--- src/rtl/rtp_sqrt.sv ---
// Pipelined integer square root, one root bit per stage, with remainder out.
// A plain delay line after the root stages matches the CORDIC latency.
// Depends on no package.
`timescale 1ns / 1ps
`default_nettype none
module rtp_sqrt #(
  parameter int unsigned COORD_WIDTH = 16,
  parameter int unsigned PAD_STAGES  = 44
) (
  input  wire logic                     clk_i,
  input  wire logic                     en_i,
  input  wire logic [2*COORD_WIDTH-1:0] sum_i,
  output logic [COORD_WIDTH-1:0]        root_o,
  output logic [COORD_WIDTH+1:0]        rem_o
);

  localparam int unsigned W = COORD_WIDTH;

  logic [2*W-1:0] s_q  [1:W];
  logic [W+1:0]   r_q  [1:W];
  logic [W-1:0]   q_q  [1:W];
  logic [W+1:0]   pr_q [1:PAD_STAGES];
  logic [W-1:0]   pq_q [1:PAD_STAGES];

  for (genvar j = 0; j < W; j++) begin : g_digit
    localparam int unsigned Bp = W - 1 - j;

    logic [2*W-1:0] s_in;
    logic [W+1:0]   r_in, r_d;
    logic [W-1:0]   q_in, q_d;
    logic [W+3:0]   acc, trial;

    if (j == 0) begin : g_first
      assign s_in = sum_i;
      assign r_in = '0;
      assign q_in = '0;
    end else begin : g_rest
      assign s_in = s_q[j];
      assign r_in = r_q[j];
      assign q_in = q_q[j];
    end

    assign acc   = {r_in, s_in[2*Bp+1 -: 2]};
    assign trial = {2'b00, q_in, 2'b01};

    always_comb begin
      if (acc >= trial) begin
        r_d = (W+2)'(acc - trial);
        q_d = {q_in[W-2:0], 1'b1};
      end else begin
        r_d = acc[W+1:0];
        q_d = {q_in[W-2:0], 1'b0};
      end
    end

    always_ff @(posedge clk_i) begin
      if (en_i) begin
        s_q[j+1] <= s_in;
        r_q[j+1] <= r_d;
        q_q[j+1] <= q_d;
      end
    end
  end

  for (genvar k = 0; k < PAD_STAGES; k++) begin : g_pad
    logic [W+1:0] r_in;
    logic [W-1:0] q_in;

    if (k == 0) begin : g_first
      assign r_in = r_q[W];
      assign q_in = q_q[W];
    end else begin : g_rest
      assign r_in = pr_q[k];
      assign q_in = pq_q[k];
    end

    always_ff @(posedge clk_i) begin
      if (en_i) begin
        pr_q[k+1] <= r_in;
        pq_q[k+1] <= q_in;
      end
    end
  end

  assign root_o = pq_q[PAD_STAGES];
  assign rem_o  = pr_q[PAD_STAGES];

endmodule
`default_nettype wire

--- config.mk ---
export PLATFORM = sky130hd
export DESIGN_NAME = rtp_sqrt
export DESIGN_NICKNAME = d
export VERILOG_FILES = /design/src/rtl/rtp_sqrt.sv
export SDC_FILE = /design/constraint.sdc
export NUM_CORES = 2
export LEC_CHECK = 0
export ABC_AREA = 1
export ABC_CLOCK_PERIOD_IN_PS = 5660
export BUFFER_PORTS_ARGS = -buffer_cell sky130_fd_sc_hd__buf_4
export CAP_MARGIN = 15
export CORE_MARGIN = 8
export CORE_UTILIZATION = 35
export DETAILED_ROUTE_END_ITERATION = 8
export HOLD_SLACK_MARGIN = 0.12
export PLACE_DENSITY = 0.47
export SLEW_MARGIN = 20
export SYNTH_ARGS = -nofsm -noshare
export SYNTH_HDL_FRONTEND = slang
export SYNTH_SLANG_ARGS = --single-unit
export TNS_END_PERCENT = 10
--- constraint.sdc ---
create_clock -name clk_i -period 5.66 [get_ports clk_i]
set_input_delay 1.132 -clock clk_i [delete_from_list [all_inputs] [get_ports clk_i]]
set_output_delay 1.132 -clock clk_i [all_outputs]
set_load 0.03 [all_outputs]
# Word level (Yosys, flattened, before mapping)

Memory sizes are Yosys's and may differ from the RTL's.
Index checks and enable logic that the tools add are counted.

Flip-flop bits (word level): 0
RAM bits: 2552
Input port bits: 34
Output and inout port bits: 34
Logic and storage cells: 71
Memories kept: 5

Memory list:

| name | words | bits a word | rd ports | clocked after Yosys merged registers in | wr ports | line | RTL |
|---|---|---|---|---|---|---|---|
| pr_q | 44    | 18          | 44       | 0                                       | 44       | 22   | `logic [W+1:0] pr_q [1:PAD_STAGES];` |
| pq_q | 44    | 16          | 44       | 0                                       | 44       | 23   | `logic [W-1:0] pq_q [1:PAD_STAGES];` |
| s_q  | 16    | 32          | 15       | 0                                       | 16       | 19   | `logic [2*W-1:0] s_q [1:W];` |
| r_q  | 16    | 18          | 16       | 0                                       | 16       | 20   | `logic [W+1:0] r_q [1:W];` |
| q_q  | 16    | 16          | 16       | 0                                       | 16       | 21   | `logic [W-1:0] q_q [1:W];` |

$add $sub $neg: 16
Order comparisons: 16
Muxes and demuxes: 34

Operator list:

| kind                  | count |
|---|---|
| $ge A20 B18 Y1        | 15 |
| $mux W18              | 16 |
| $sub A18 B18 Y18      | 15 |
| $mux W1               | 18 |
| $sub A2 B1 Y3 const B | 1 |
| $ge A2 B1 Y1 const B  | 1 |

# Longest topological paths before layout

An unclocked memory read counts as a cell.

Word-level depth: 3
Depth in mapped cells: 14
Mapped depth without buffers: 14

# Least setup slack after synthesis

No wires, ideal clock.

Path kind: register to register
Start: register, netlist name r_q[0][18]
End: register, netlist name r_q[0][49]
Setup time: 267 ps
Data arrival time: 1702 ps
Data required time: 5393 ps
Path slack: 3691 ps
Stages on the path, launching flop included: 12
Buffers on the path: 1
Period minus slack after synthesis: 1969 ps
Cells stage by stage: edfxtp_1 ha_1 inv_1 nor2_1 inv_1 nand2_1 inv_1 ha_1 and2_1 clkbuf_1 nand2_1 o21ai_0

==> results_dict.tcl <==
set metrics [dict create \
    status "completed" \
    period_share 0.4684 \
    synth_area_mm2 0.07883 \
    dr.pass1.iters 5 \
    clock-sinks 2140 \
    root_buffer "clkbuf_16" \
    critPathMaxFanout 16 \
    fin_skew_ns 0.08472 \
    grt_first_pass_wirelength_mm 202.6 \
    holdBufCountCts 0 \
    clk_pin_slew_ns 0.06 \
    die_h_um 490.6 \
    slew_headroom 0.3593 \
    leakage_uw 0.03352 \
    hold_start "pr_q[0][84]$_DFFE_PP_" \
    worst_pin_slew_ns 0.9610 \
    dr_total_vias 37303 \
    crit_type "register to register" \
    initial_utilization 0.3512 \
    antenna_found_initial 2 \
    yosysSeqAreaShare 0.8152 \
    crit_path_cell_trace "ha_1 -> a21oi_1 -> o21ai_1 -> a21boi_2 -> nand3_2 -> nor2_4 -> o21ai_0" \
    max_cap_viol_count 0 \
    synth_area_leaders "edfxtp_1 82%, nand2_1 5.0%, inv_1 2.5%" \
    cts_buffers 220 \
    worstSetupStartpointType "register" \
    rsz0062_at_grt "false" \
    hp-class "register to register" \
    yosys_warnings 0 \
    syn_area_per_cell_um2 15.67 \
    cellPowerDensity_mw_per_mm2 397.6 \
    grt_start_max_net_pins 169 \
    io_buffer_count 67 \
    grtUsageMet1 0.1426 \
    synth_top_area_frac 0.8152 \
    synth.most_common_cell "edfxtp_1" \
    overflow 0 \
    synth-edff-count 2140 \
    cts_buffer_depth 3 \
    clock_insertion_delay_worst_skew_ns 0.84 \
    nNetsFinal 5517 \
    routed_wl_mm 125.3 \
    cts_max_level 4 \
    fmaxAchievable_ghz 0.3772 \
    critPathTopFamily "compound AO/OA/AOI/OAI gates" \
    wire_per_inst_um 14.74 \
    setup_viol 0 \
    slew_violations 0 \
    crit_arrival_ns 3.18 \
    ys_async_sr_fraction 0 \
    peakVddDrop_mv 0.2944 \
    core_mm2 0.2245 \
    area_growth_pct 14.61 \
    grt_pass1_vias 37344 \
    rr_startpoint "r_q[0][55]$_DFFE_PP_" \
    worst_path_max_delay_cell "a21boi_2" \
    yosysTopAreaCell "edfxtp_1" \
    grtUsageTotal 0.1021 \
    cts_resized 0 \
    slowest_delay_ns 0.53 \
    setup.worst_path.end_class "register" \
    via_per_inst 4.387 \
    io_pins 68 \
    final_hold_viol_count 0 \
    crit_buf_inv 0 \
    synthCells 5032 \
    post_cts_buffers 0 \
    dr.first_iter.drc_count 2929 \
    design_area_mm2 0.09035 \
    yosys.cell_types.count 48 \
    postSynthNetCount 5221 \
    synthTopCellsByCount "2140 x edfxtp_1, 1048 x nand2_1, 521 x inv_1" \
    critPathLaunch "r_q[0][55]$_DFFE_PP_" \
    die_area_mm2 0.2407 \
    cp_data_required_time_ns 6.19 \
    row_count 174 \
    gr-max-usage-layer "met2" \
    place.gp.congestion 0.8116 \
    layout-drive-gt1-share 0.09980 \
    period_needed_ns 2.651 \
    dpl_cell_area_mm2 0.08325 \
    die_w_um 490.6 \
    synth-seq-cells 2140 \
    ys.flop_type "edfxtp_1" \
    use_met3 0.02397 \
    hpwl_mm 77.17 \
    met2_usage 0.1584 \
    drtAntennaViolNets 0 \
    fin_setup_tns_ns 0 \
    drc 0 \
    cts_tree "done" \
]
report_power, final:
group	internal (µW)	leakage [µW]	switching [µW]
Sequential	18800	0.0208	492
Combinational	871	0.00931	1810
Clock	7920	0.00341	6010
sequential cells by signal, indices dropped and copies added (netlist names):
register  count
r_q         268
q_q         136
s_q         240
pq_q        704
pr_q        792
metal layers:
layer | share of wire | vias up
li1 | - | 18479
met1 | 0.48 | 17993
met2 | 0.45 | 574
met3 | 0.044 | 257
met4 | 0.028 | 0
met5 | 0 | -
area by class of cell:
| type | instances | area (µm²) |
|---|---|---|
| Multi-Input combinational cell | 2324 | 12240 |
| Fill cell | 20624 | 134100 |
| Tap cell | 2992 | 3744 |
| Sequential cell | 2140 | 64260 |
| Inverter | 541 | 2046 |
| Antenna cell | 1 | 2.502 |
| Timing Repair Buffer | 101 | 965.9 |
| Clock buffer | 264 | 5670 |
| Clock inverter | 141 | 1421 |
through the flow:
stage	cells	utilization	total power [µW]	hold WS, ns	setup WS, ns
2_1_floorplan	5032	-	21210	0.4003	3.691
3_3_place_gp	8098	0.3709	22340	0.4004	2.667
3_5_place_dp	8098	0.3709	22370	0.4045	2.626
4_1_cts	8503	0.4025	36620	0.3195	2.955
5_1_grt	8504	0.4025	37660	0.3263	2.684
6_report	8504	0.4025	35920	0.3345	3.009
layout by cell type (no fill, tap or decap), types with 22 or more instances in the layout:
cell,netlist,final
edfxtp_1,2140,2140
a21oi_1,138,138
ha_1,155,155
nand2_1,1048,1048
clkbuf_16,0,220
inv_1,521,521
o21ai_2,27,27
a21oi_2,22,22
xor2_1,66,66
clkinv_1,0,66
nand3_1,199,199
nor2_1,281,281
nand4_1,54,54
nand3b_1,33,33
nor3_1,30,30
o21ai_0,73,73
nand2_2,30,30
clkinv_2,0,30
xnor2_1,43,43
buf_4,5,85
o21ai_1,36,36
clkbuf_1,1,44
final timing paths:
check / end / slack (ns) / depth (start not counted)
max: r_q[0][77]$_DFFE_PP_ / 3.01 / 7
min: pr_q[0][102]$_DFFE_PP_ / 0.33 / 0
max reg2reg: r_q[0][77]$_DFFE_PP_ / 3.01 / 7
min reg2reg: pr_q[0][102]$_DFFE_PP_ / 0.33 / 0
cell families (layout without fill, tap and decap cells):
group | Yosys count | count (layout) | synth area share
other | 1 | 2 | 0.00004757
adder cells (fa/ha/maj) | 155 | 155 | 0.02460
buffers and inverters | 568 | 1047 | 0.02957
AO/OA/AOI/OAI | 317 | 317 | 0.02328
XOR/XNOR | 109 | 109 | 0.01211
flip-flops | 2140 | 2140 | 0.8152
AND/OR/NAND/NOR | 1742 | 1742 | 0.09517
Note: power is estimated with default switching activity, not from simulation.
