## src/rtl/rtp_pkg.sv

```systemverilog
// Shared types, constants and elaboration-time functions of the rectangular to polar converter.
// Computes the CORDIC arctangent table entries in Q60 from truncated integer series.
// No dependencies.
`timescale 1ns / 1ps
`default_nettype none
package rtp_pkg;

  localparam int unsigned CORDIC_W = 64;
  localparam int unsigned NUM_ITER = 60;
  localparam int unsigned Q_FRAC   = 60;
  localparam int unsigned NORM_MSB = 59;
  localparam int unsigned SHIFT_W  = 6;

  typedef struct packed {
    logic xneg;
    logic yneg;
    logic origin;
    logic ax_zero;
    logic ay_zero;
  } pt_flags_t;

  function automatic logic [63:0] udiv64(logic [63:0] num, logic [63:0] den);
    logic [64:0] rem;
    logic [63:0] quo;
    rem = '0;
    quo = '0;
    for (int b = 63; b >= 0; b--) begin
      rem = {rem[63:0], num[b]};
      if (rem >= {1'b0, den}) begin
        rem    = rem - {1'b0, den};
        quo[b] = 1'b1;
      end
    end
    return quo;
  endfunction

  function automatic logic [63:0] atan_recip(logic [63:0] n);
    logic [63:0] p;
    logic [63:0] sum;
    logic [63:0] term;
    p   = udiv64(64'd1 << Q_FRAC, n);
    sum = '0;
    for (int k = 0; k < 64; k++) begin
      if (p != '0) begin
        term = udiv64(p, 64'(2 * k + 1));
        if (k[0]) begin
          sum = sum - term;
        end else begin
          sum = sum + term;
        end
        if (n >= (64'd1 << 31)) begin
          p = '0;
        end else begin
          p = udiv64(p, n * n);
        end
      end
    end
    return sum;
  endfunction

  function automatic logic [63:0] atan_q60(int unsigned i);
    logic [63:0] res;
    if (i == 0) begin
      res = atan_recip(64'd2) + atan_recip(64'd3);
    end else begin
      res = atan_recip(64'd1 << i);
    end
    return res;
  endfunction

endpackage
`default_nettype wire

```

## src/rtl/rtp_prep.sv

```systemverilog
// Front end: magnitudes, special-case flags, squares, leading-one search and normalizing shift.
// Three register stages; all stages advance together on en_i.
// Depends on rtp_pkg.
`timescale 1ns / 1ps
`default_nettype none
module rtp_prep #(
  parameter int unsigned COORD_WIDTH = 16
) (
  input  wire logic                       clk_i,
  input  wire logic                       rst_ni,
  input  wire logic                       en_i,
  input  wire logic                       valid_i,
  input  wire logic [COORD_WIDTH-1:0]     x_i,
  input  wire logic [COORD_WIDTH-1:0]     y_i,
  output logic                            valid_o,
  output rtp_pkg::pt_flags_t              flags_o,
  output logic [2*COORD_WIDTH-1:0]        sum_o,
  output logic [rtp_pkg::CORDIC_W-1:0]    x0_o,
  output logic [rtp_pkg::CORDIC_W-1:0]    y0_o
);

  localparam int unsigned MsbW = $clog2(COORD_WIDTH);

  // stage 1
  logic                   v1_q;
  logic [COORD_WIDTH-1:0] ax1_q, ay1_q, ax1_d, ay1_d;
  logic                   xn1_q, yn1_q;
  // stage 2
  logic                        v2_q;
  logic [COORD_WIDTH-1:0]      ax2_q, ay2_q;
  logic [2*COORD_WIDTH-1:0]    sqx2_q, sqy2_q, sqx2_d, sqy2_d;
  logic [rtp_pkg::SHIFT_W-1:0] sh2_q, sh2_d;
  logic [COORD_WIDTH-1:0]      or1;
  logic [MsbW-1:0]             msb1;
  rtp_pkg::pt_flags_t          fl2_q, fl2_d;
  // stage 3
  logic                          v3_q;
  logic [2*COORD_WIDTH-1:0]      sum3_q, sum3_d;
  logic [rtp_pkg::CORDIC_W-1:0]  x3_q, y3_q, x3_d, y3_d;
  rtp_pkg::pt_flags_t            fl3_q;

  assign ax1_d = x_i[COORD_WIDTH-1] ? (COORD_WIDTH'(0) - x_i) : x_i;
  assign ay1_d = y_i[COORD_WIDTH-1] ? (COORD_WIDTH'(0) - y_i) : y_i;

  assign or1 = ax1_q | ay1_q;

  always_comb begin
    msb1 = '0;
    for (int b = 0; b < COORD_WIDTH; b++) begin
      if (or1[b]) begin
        msb1 = MsbW'(b);
      end
    end
  end

  assign sh2_d  = rtp_pkg::SHIFT_W'(rtp_pkg::NORM_MSB - int'(msb1));
  assign sqx2_d = ax1_q * ax1_q;
  assign sqy2_d = ay1_q * ay1_q;

  always_comb begin
    fl2_d.xneg    = xn1_q;
    fl2_d.yneg    = yn1_q;
    fl2_d.ax_zero = (ax1_q == '0);
    fl2_d.ay_zero = (ay1_q == '0);
    fl2_d.origin  = (ax1_q == '0) && (ay1_q == '0);
  end

  assign sum3_d = sqx2_q + sqy2_q;
  assign x3_d   = rtp_pkg::CORDIC_W'(ax2_q) << sh2_q;
  assign y3_d   = rtp_pkg::CORDIC_W'(ay2_q) << sh2_q;

  always_ff @(posedge clk_i or negedge rst_ni) begin
    if (!rst_ni) begin
      v1_q <= 1'b0;
      v2_q <= 1'b0;
      v3_q <= 1'b0;
    end else if (en_i) begin
      v1_q <= valid_i;
      v2_q <= v1_q;
      v3_q <= v2_q;
    end
  end

  always_ff @(posedge clk_i) begin
    if (en_i) begin
      ax1_q  <= ax1_d;
      ay1_q  <= ay1_d;
      xn1_q  <= x_i[COORD_WIDTH-1];
      yn1_q  <= y_i[COORD_WIDTH-1];
      ax2_q  <= ax1_q;
      ay2_q  <= ay1_q;
      sqx2_q <= sqx2_d;
      sqy2_q <= sqy2_d;
      sh2_q  <= sh2_d;
      fl2_q  <= fl2_d;
      sum3_q <= sum3_d;
      x3_q   <= x3_d;
      y3_q   <= y3_d;
      fl3_q  <= fl2_q;
    end
  end

  assign valid_o = v3_q;
  assign flags_o = fl3_q;
  assign sum_o   = sum3_q;
  assign x0_o    = x3_q;
  assign y0_o    = y3_q;

endmodule
`default_nettype wire

```

## config.mk

```make
export PLATFORM = sky130hd
export DESIGN_NAME = rtp_prep
export DESIGN_NICKNAME = d
export VERILOG_FILES = /design/src/rtl/rtp_pkg.sv /design/src/rtl/rtp_prep.sv
export SDC_FILE = /design/constraint.sdc
export NUM_CORES = 1
export LEC_CHECK = 0
export BUFFER_PORTS_ARGS = -buffer_cell sky130_fd_sc_hd__buf_2
export CAP_MARGIN = 10
export CORE_UTILIZATION = 50
export CTS_BUF_LIST = sky130_fd_sc_hd__clkbuf_16
export CTS_CLUSTER_DIAMETER = 80
export CTS_CLUSTER_SIZE = 25
export DETAILED_ROUTE_END_ITERATION = 8
export PLACE_DENSITY = 0.78
export SYNTH_ARGS = -nofsm -noshare
export SYNTH_HDL_FRONTEND = slang
export SYNTH_SLANG_ARGS = --single-unit
export TNS_END_PERCENT = 20
```

## constraint.sdc

```tcl
create_clock -name clk_i -period 5.9 [get_ports clk_i]
set_input_delay 0.59 -clock clk_i [delete_from_list [all_inputs] [get_ports clk_i]]
set_output_delay 0.59 -clock clk_i [all_outputs]
set_load 0.02 [all_outputs]
```

After elaboration in Yosys (flattened, before gate mapping). Index checks and enable logic that the tools add are counted.

Bits in registers: 309. Bits of input ports: 36. Output and inout bits: 166. Logic and storage cells: 56.

Add/sub/neg operators: 4. Multiply operators: 2. Shift operators: 2. Muxes and demuxes: 17. Bitwise gates (word level): 1. Reduce and logical (&&, ||, !) cells: 3.

Operators by type and width (number): $shl A16 B6 Y64 (2); $mul A16 B16 Y32 (2); $mux W4 (13); $add A32 B32 Y32 (1); $logic_not A16 Y1 (2); $sub A1 B16 Y16 const A (2); $mux W15 (2); $or A16 B16 Y16 (1); $sub A6 B4 Y6 const A (1); $mux W2 (1); $logic_and A1 B1 Y1 (1); $mux W1 (1).

Longest topological paths before layout.
Depth in word-level cells: 17. Depth in mapped cells: 25. Gate-level depth less buffers: 23.

Worst setup path after synthesis. OpenSTA, ideal clock, no wires.

Path kind: register to register. Start: register ax1_q[6]. End: register sqx2_q[29], data pin. Setup time: 259 ps. Data arrival time: 5735 ps. Data required time: 5641 ps. Slack: -95 ps. Cell stages (with the launch flop): 22. Buffers on the path: 3. Period minus slack after synthesis: 5995 ps. Cells stage by stage: edfxtp_1 > clkbuf_1 > clkbuf_1 > nand2_1 > fa_1 > inv_1 > fa_1 > fa_1 > fa_1 > fa_1 > inv_1 > fa_1 > inv_1 > ha_1 > clkbuf_2 > and4_1 > nand2_1 > or4_1 > nand3_2 > a41oi_4 > a21oi_2 > xor2_1.

Word-level cells in the longest chain between the ends: 1.

RTL lines: start: declaration (RTL line rtp_prep.sv:26) `logic [COORD_WIDTH-1:0] ax1_q, ay1_q, ax1_d, ay1_d;`; start signal: assignment (RTL line rtp_prep.sv:86) `ax1_q <= ax1_d;`; $mul A16 B16 Y32 (RTL line rtp_prep.sv:57) `assign sqx2_d = ax1_q * ax1_q;`; via sqx2_d[29] (RTL line rtp_prep.sv:31) `logic [2*COORD_WIDTH-1:0] sqx2_q, sqy2_q, sqx2_d, sqy2_d;`; end signal: assignment (RTL line rtp_prep.sv:92) `sqx2_q <= sqx2_d;`; end: declaration (RTL line rtp_prep.sv:31).

The timed path passes the listed nets, and every way through them passes these cells. A chain may end at the register's enable or synchronous reset.

Worst setup path after layout.
Start: register ax1_q[10]. End: register sqx2_q[29], data pin.

Same word-level chain as after synthesis.

==> metrics.csv <==
stage,metric,value,unit
outcome,status,"finished, violations left",
outcome,failed_checks,negative setup slack,
yosys,synth_top_area_cell,edfxtp_1,
yosys,yosysWarnings,0,
finish,fin_nets,3487,
detailed_routing,routed_wl,63700,um
critical_path,cp_top_family,adder cells,
sta,final.setup_skew,0.0297,ns
yosys,seq_area_frac_synth,0.270,
global_routing,grtUsageTotal,0.237,
critical_path,critPathRequiredTime,6.18,ns
clock_tree,cts_tree,built,
finish,syn_to_final_growth,13.4,%
yosys,synth.ff_latch_count,240,
critical_path,critical_path_class,flip-flop to flip-flop,
sta,min_period_over_period,1.01,
sta,fmax,168,MHz
clock_tree,htree_num_levels,1,
sta,slew_headroom,0.322,
finish,final_cells,3585,
critical_path,r2r-end,sqx2_q[29],
placement,io_buffers,137,
critical_path,crit_buf_inv,5,
die,core-area,0.0526,sq mm
yosys,async_flop_share,0.0125,
yosys,ys_types,78,
sta,rsz0062_at_grt,yes,
critical_path,crit_chain,buf_6 > and2_4 > fa_1 > inv_2 > fa_1 > inv_2 > fa_1 > fa_1 > fa_2 > inv_2 > fa_1 > inv_2 > ha_4 > and4_4 > nand2_2 > or4_4 > nand3_4 > a41oi_4 > a21oi_2 > xor2_1,
placement,dp_hpwl,51200,um
placement,gp_congestion,0.949,
hold_path,hp-start,y_i[0],
critical_path,path_max_fanout,5,
hold_path,worstHoldPathCells,1,
critical_path,rr_worst_depth,20,
critical_path,r2r_slack,-0.04,ns
critical_path,timing.rr.start,ax1_q[10],
global_routing,grt_max_degree,141,
critical_path,critPathArrivalTime,6.22,ns
detailed_routing,drt_iter0_drc,1224,
finish,drive_gt1_frac,0.176,
critical_path,critPathSlowestCell,fa_2,
sta,fin_crit,5.94,ns
die,die_w,233,um
clock_tree,clock-sinks,240,
global_routing,overflow,0,
yosys,yosys.area.top_type_share,0.267,
sta,worst_slew_pin_slew,1.02,ns
clock_tree,insertion_delay,0.53,ns
detailed_routing,vias,19200,
hold_path,worstHoldPathType,input port to flip-flop,
die,boundaryPins,202,
placement,placedCellCount,3520,
detailed_routing,drc,0,
yosys,synth-edff-count,237,
detailed_routing,ant_nets,0,
finish,antenna_cells,0,
clock_tree,cts_buffers,17,
critical_path,cp-end-kind,flip-flop,
yosys,avgSynthCellArea,10.0,sq um
clock_tree,clkTransAtPathRegs,0.10,ns
sta,setup_ws,-0.0385,ns
global_routing,grt_antenna_before_repair,0,
hold_path,hold_end,ay1_q[0],
sta,setup_violations,2,
finish,nFillCells,4342,
run,maxCapViolCount,0,
clock_tree,clockRootBuffer,clkbuf_16,
yosys,synth-main-ff-cell,edfxtp_1,
global_routing,grt_pass1_vias,19900,
die,dieHeight,233,um
detailed_routing,wl_per_cell,17.8,um
critical_path,cp-start-kind,flip-flop,
yosys,yosysMostFrequentCell,inv_1,
die,die_area,0.0542,sq mm
clock_tree,ctsLongestPathBuffers,3,
critical_path,crit_top_cell,fa_1,
detailed_routing,first_pass_iters,5,
global_routing,grt_pass1_wl,102000,um
yosys,synth_common_cells,"inv_1 (517), fa_1 (325), nand2_1 (268), edfxtp_1 (237), ha_1 (236)",
yosys,synth_area,0.0266,sq mm
die,fp-row-count,84,
detailed_routing,vias_per_cell,5.36,
yosys,synthesis.instances,2652,
sta,slew_viol_final,0,
sta,hold_violations,0,
die,start_util,0.507,
critical_path,cpPeakStageDelay,0.61,ns
yosys,ys_top_cells_by_area,"edfxtp_1 (27%), fa_1 (24%), ha_1 (11%)",
## worst max path at each step
stage / from / endpoint / slack [ns] / cells after the start
2_1_floorplan: ax1_q[1] / sqx2_q[30] / -0.008 / 24
3_3_place_gp: ax1_q[12] / sqx2_q[30] / -0.12 / 21
3_5_place_dp: ax1_q[12] / sqx2_q[30] / -0.24 / 21
4_1_cts: ay1_q[10] / sqy2_q[28] / -0.03 / 21
5_1_grt: ax1_q[13] / sqx2_q[29] / -0.20 / 21
6_report: ax1_q[10] / sqx2_q[29] / -0.04 / 20
## per-layer routing
metal	vias up	track usage	routed length (um)
met3	139	0.0309	3780
met2	657	0.410	31400
met4	0	0.0848	2430
li1	8959	-	-
met5	-	0	0
met1	9445	0.305	26000
## cell families after synthesis
kind of cell,Yosys count,synth area share
AND/OR/NAND/NOR,618,0.108
adder cells (fa/ha/maj),561,0.355
XOR/XNOR,127,0.0417
multiplexers,59,0.0291
AO/OA/AOI/OAI,364,0.0905
buffers and inverters,682,0.106
other,1,0.000141
flip-flops,240,0.270
## placed cells by master (no fill, tap or decap), types with 18 or more instances in the layout
cell type,synthesis,routed
a21o_1,50,50
a21oi_1,88,71
a21oi_2,5,18
and2_1,87,81
buf_2,8,136
buf_4,64,155
buf_6,0,23
conb_1,1,64
edfxtp_1,237,237
fa_1,325,321
ha_1,236,215
inv_1,517,503
mux2_2,18,18
mux2i_1,28,28
nand2_1,268,255
nand3_1,25,23
nor2_1,119,114
nor2b_1,18,18
nor3_1,25,22
o21ai_0,74,64
xnor2_1,85,85
xor2_1,42,42
## per-stage QoR
step | setup slack, ns | hold WS [ns] | TNS, ns | util | instance area [sq um]
6_report | -0.0385 | 0.259 | -0.0424 | 0.575 | 30200
5_1_grt | -0.201 | 0.245 | -1.85 | 0.575 | 30200
4_1_cts | -0.0312 | 0.243 | -0.0332 | 0.564 | 29600
3_5_place_dp | -0.236 | 0.392 | -1.57 | 0.546 | 28700
3_3_place_gp | -0.122 | 0.382 | -0.466 | 0.546 | 28700
2_1_floorplan | -0.00808 | 0.294 | -0.00924 | - | 26900
## flip-flops by register name, summed over array words and instances (netlist names)
register,flops
xn1_q,1
ay2_q,16
sqy2_q,30
v2_q,1
v1_q,1
sum_o,32
ax2_q,16
sqx2_q,30
ax1_q,16
y0_o,32
x0_o,32
ay1_q,16
fl2_q,5
yn1_q,1
sh2_q,5
flags_o,5
valid_o,1
## final cells by class
type                            count  area, sq um  share of cell area
Multi-Input combinational cell   1793        17400               0.577
Timing Repair Buffer              319         2190              0.0724
Clock buffer                       17          425              0.0141
Sequential cell                   240         7190               0.238
Inverter                          519         1950              0.0646
Clock inverter                      9          175             0.00580
Tap cell                          688          861              0.0285
## timing repair
| item | 4_1_cts | 5_1_grt |
|---|---|---|
| buffers inserted | 21 | 17 |
| endpoints found under the hold margin | 3 | 0 |
| pin swaps | 17 | 53 |
| endpoints found under the setup margin | 22 | 29 |
| hold buffers | 1 | 0 |
| gates cloned | 0 | 1 |
| resized for setup | 39 | 115 |
Power is not shown: default switching activity piles up to over one toggle a cycle in this logic, so the estimate is an artifact.
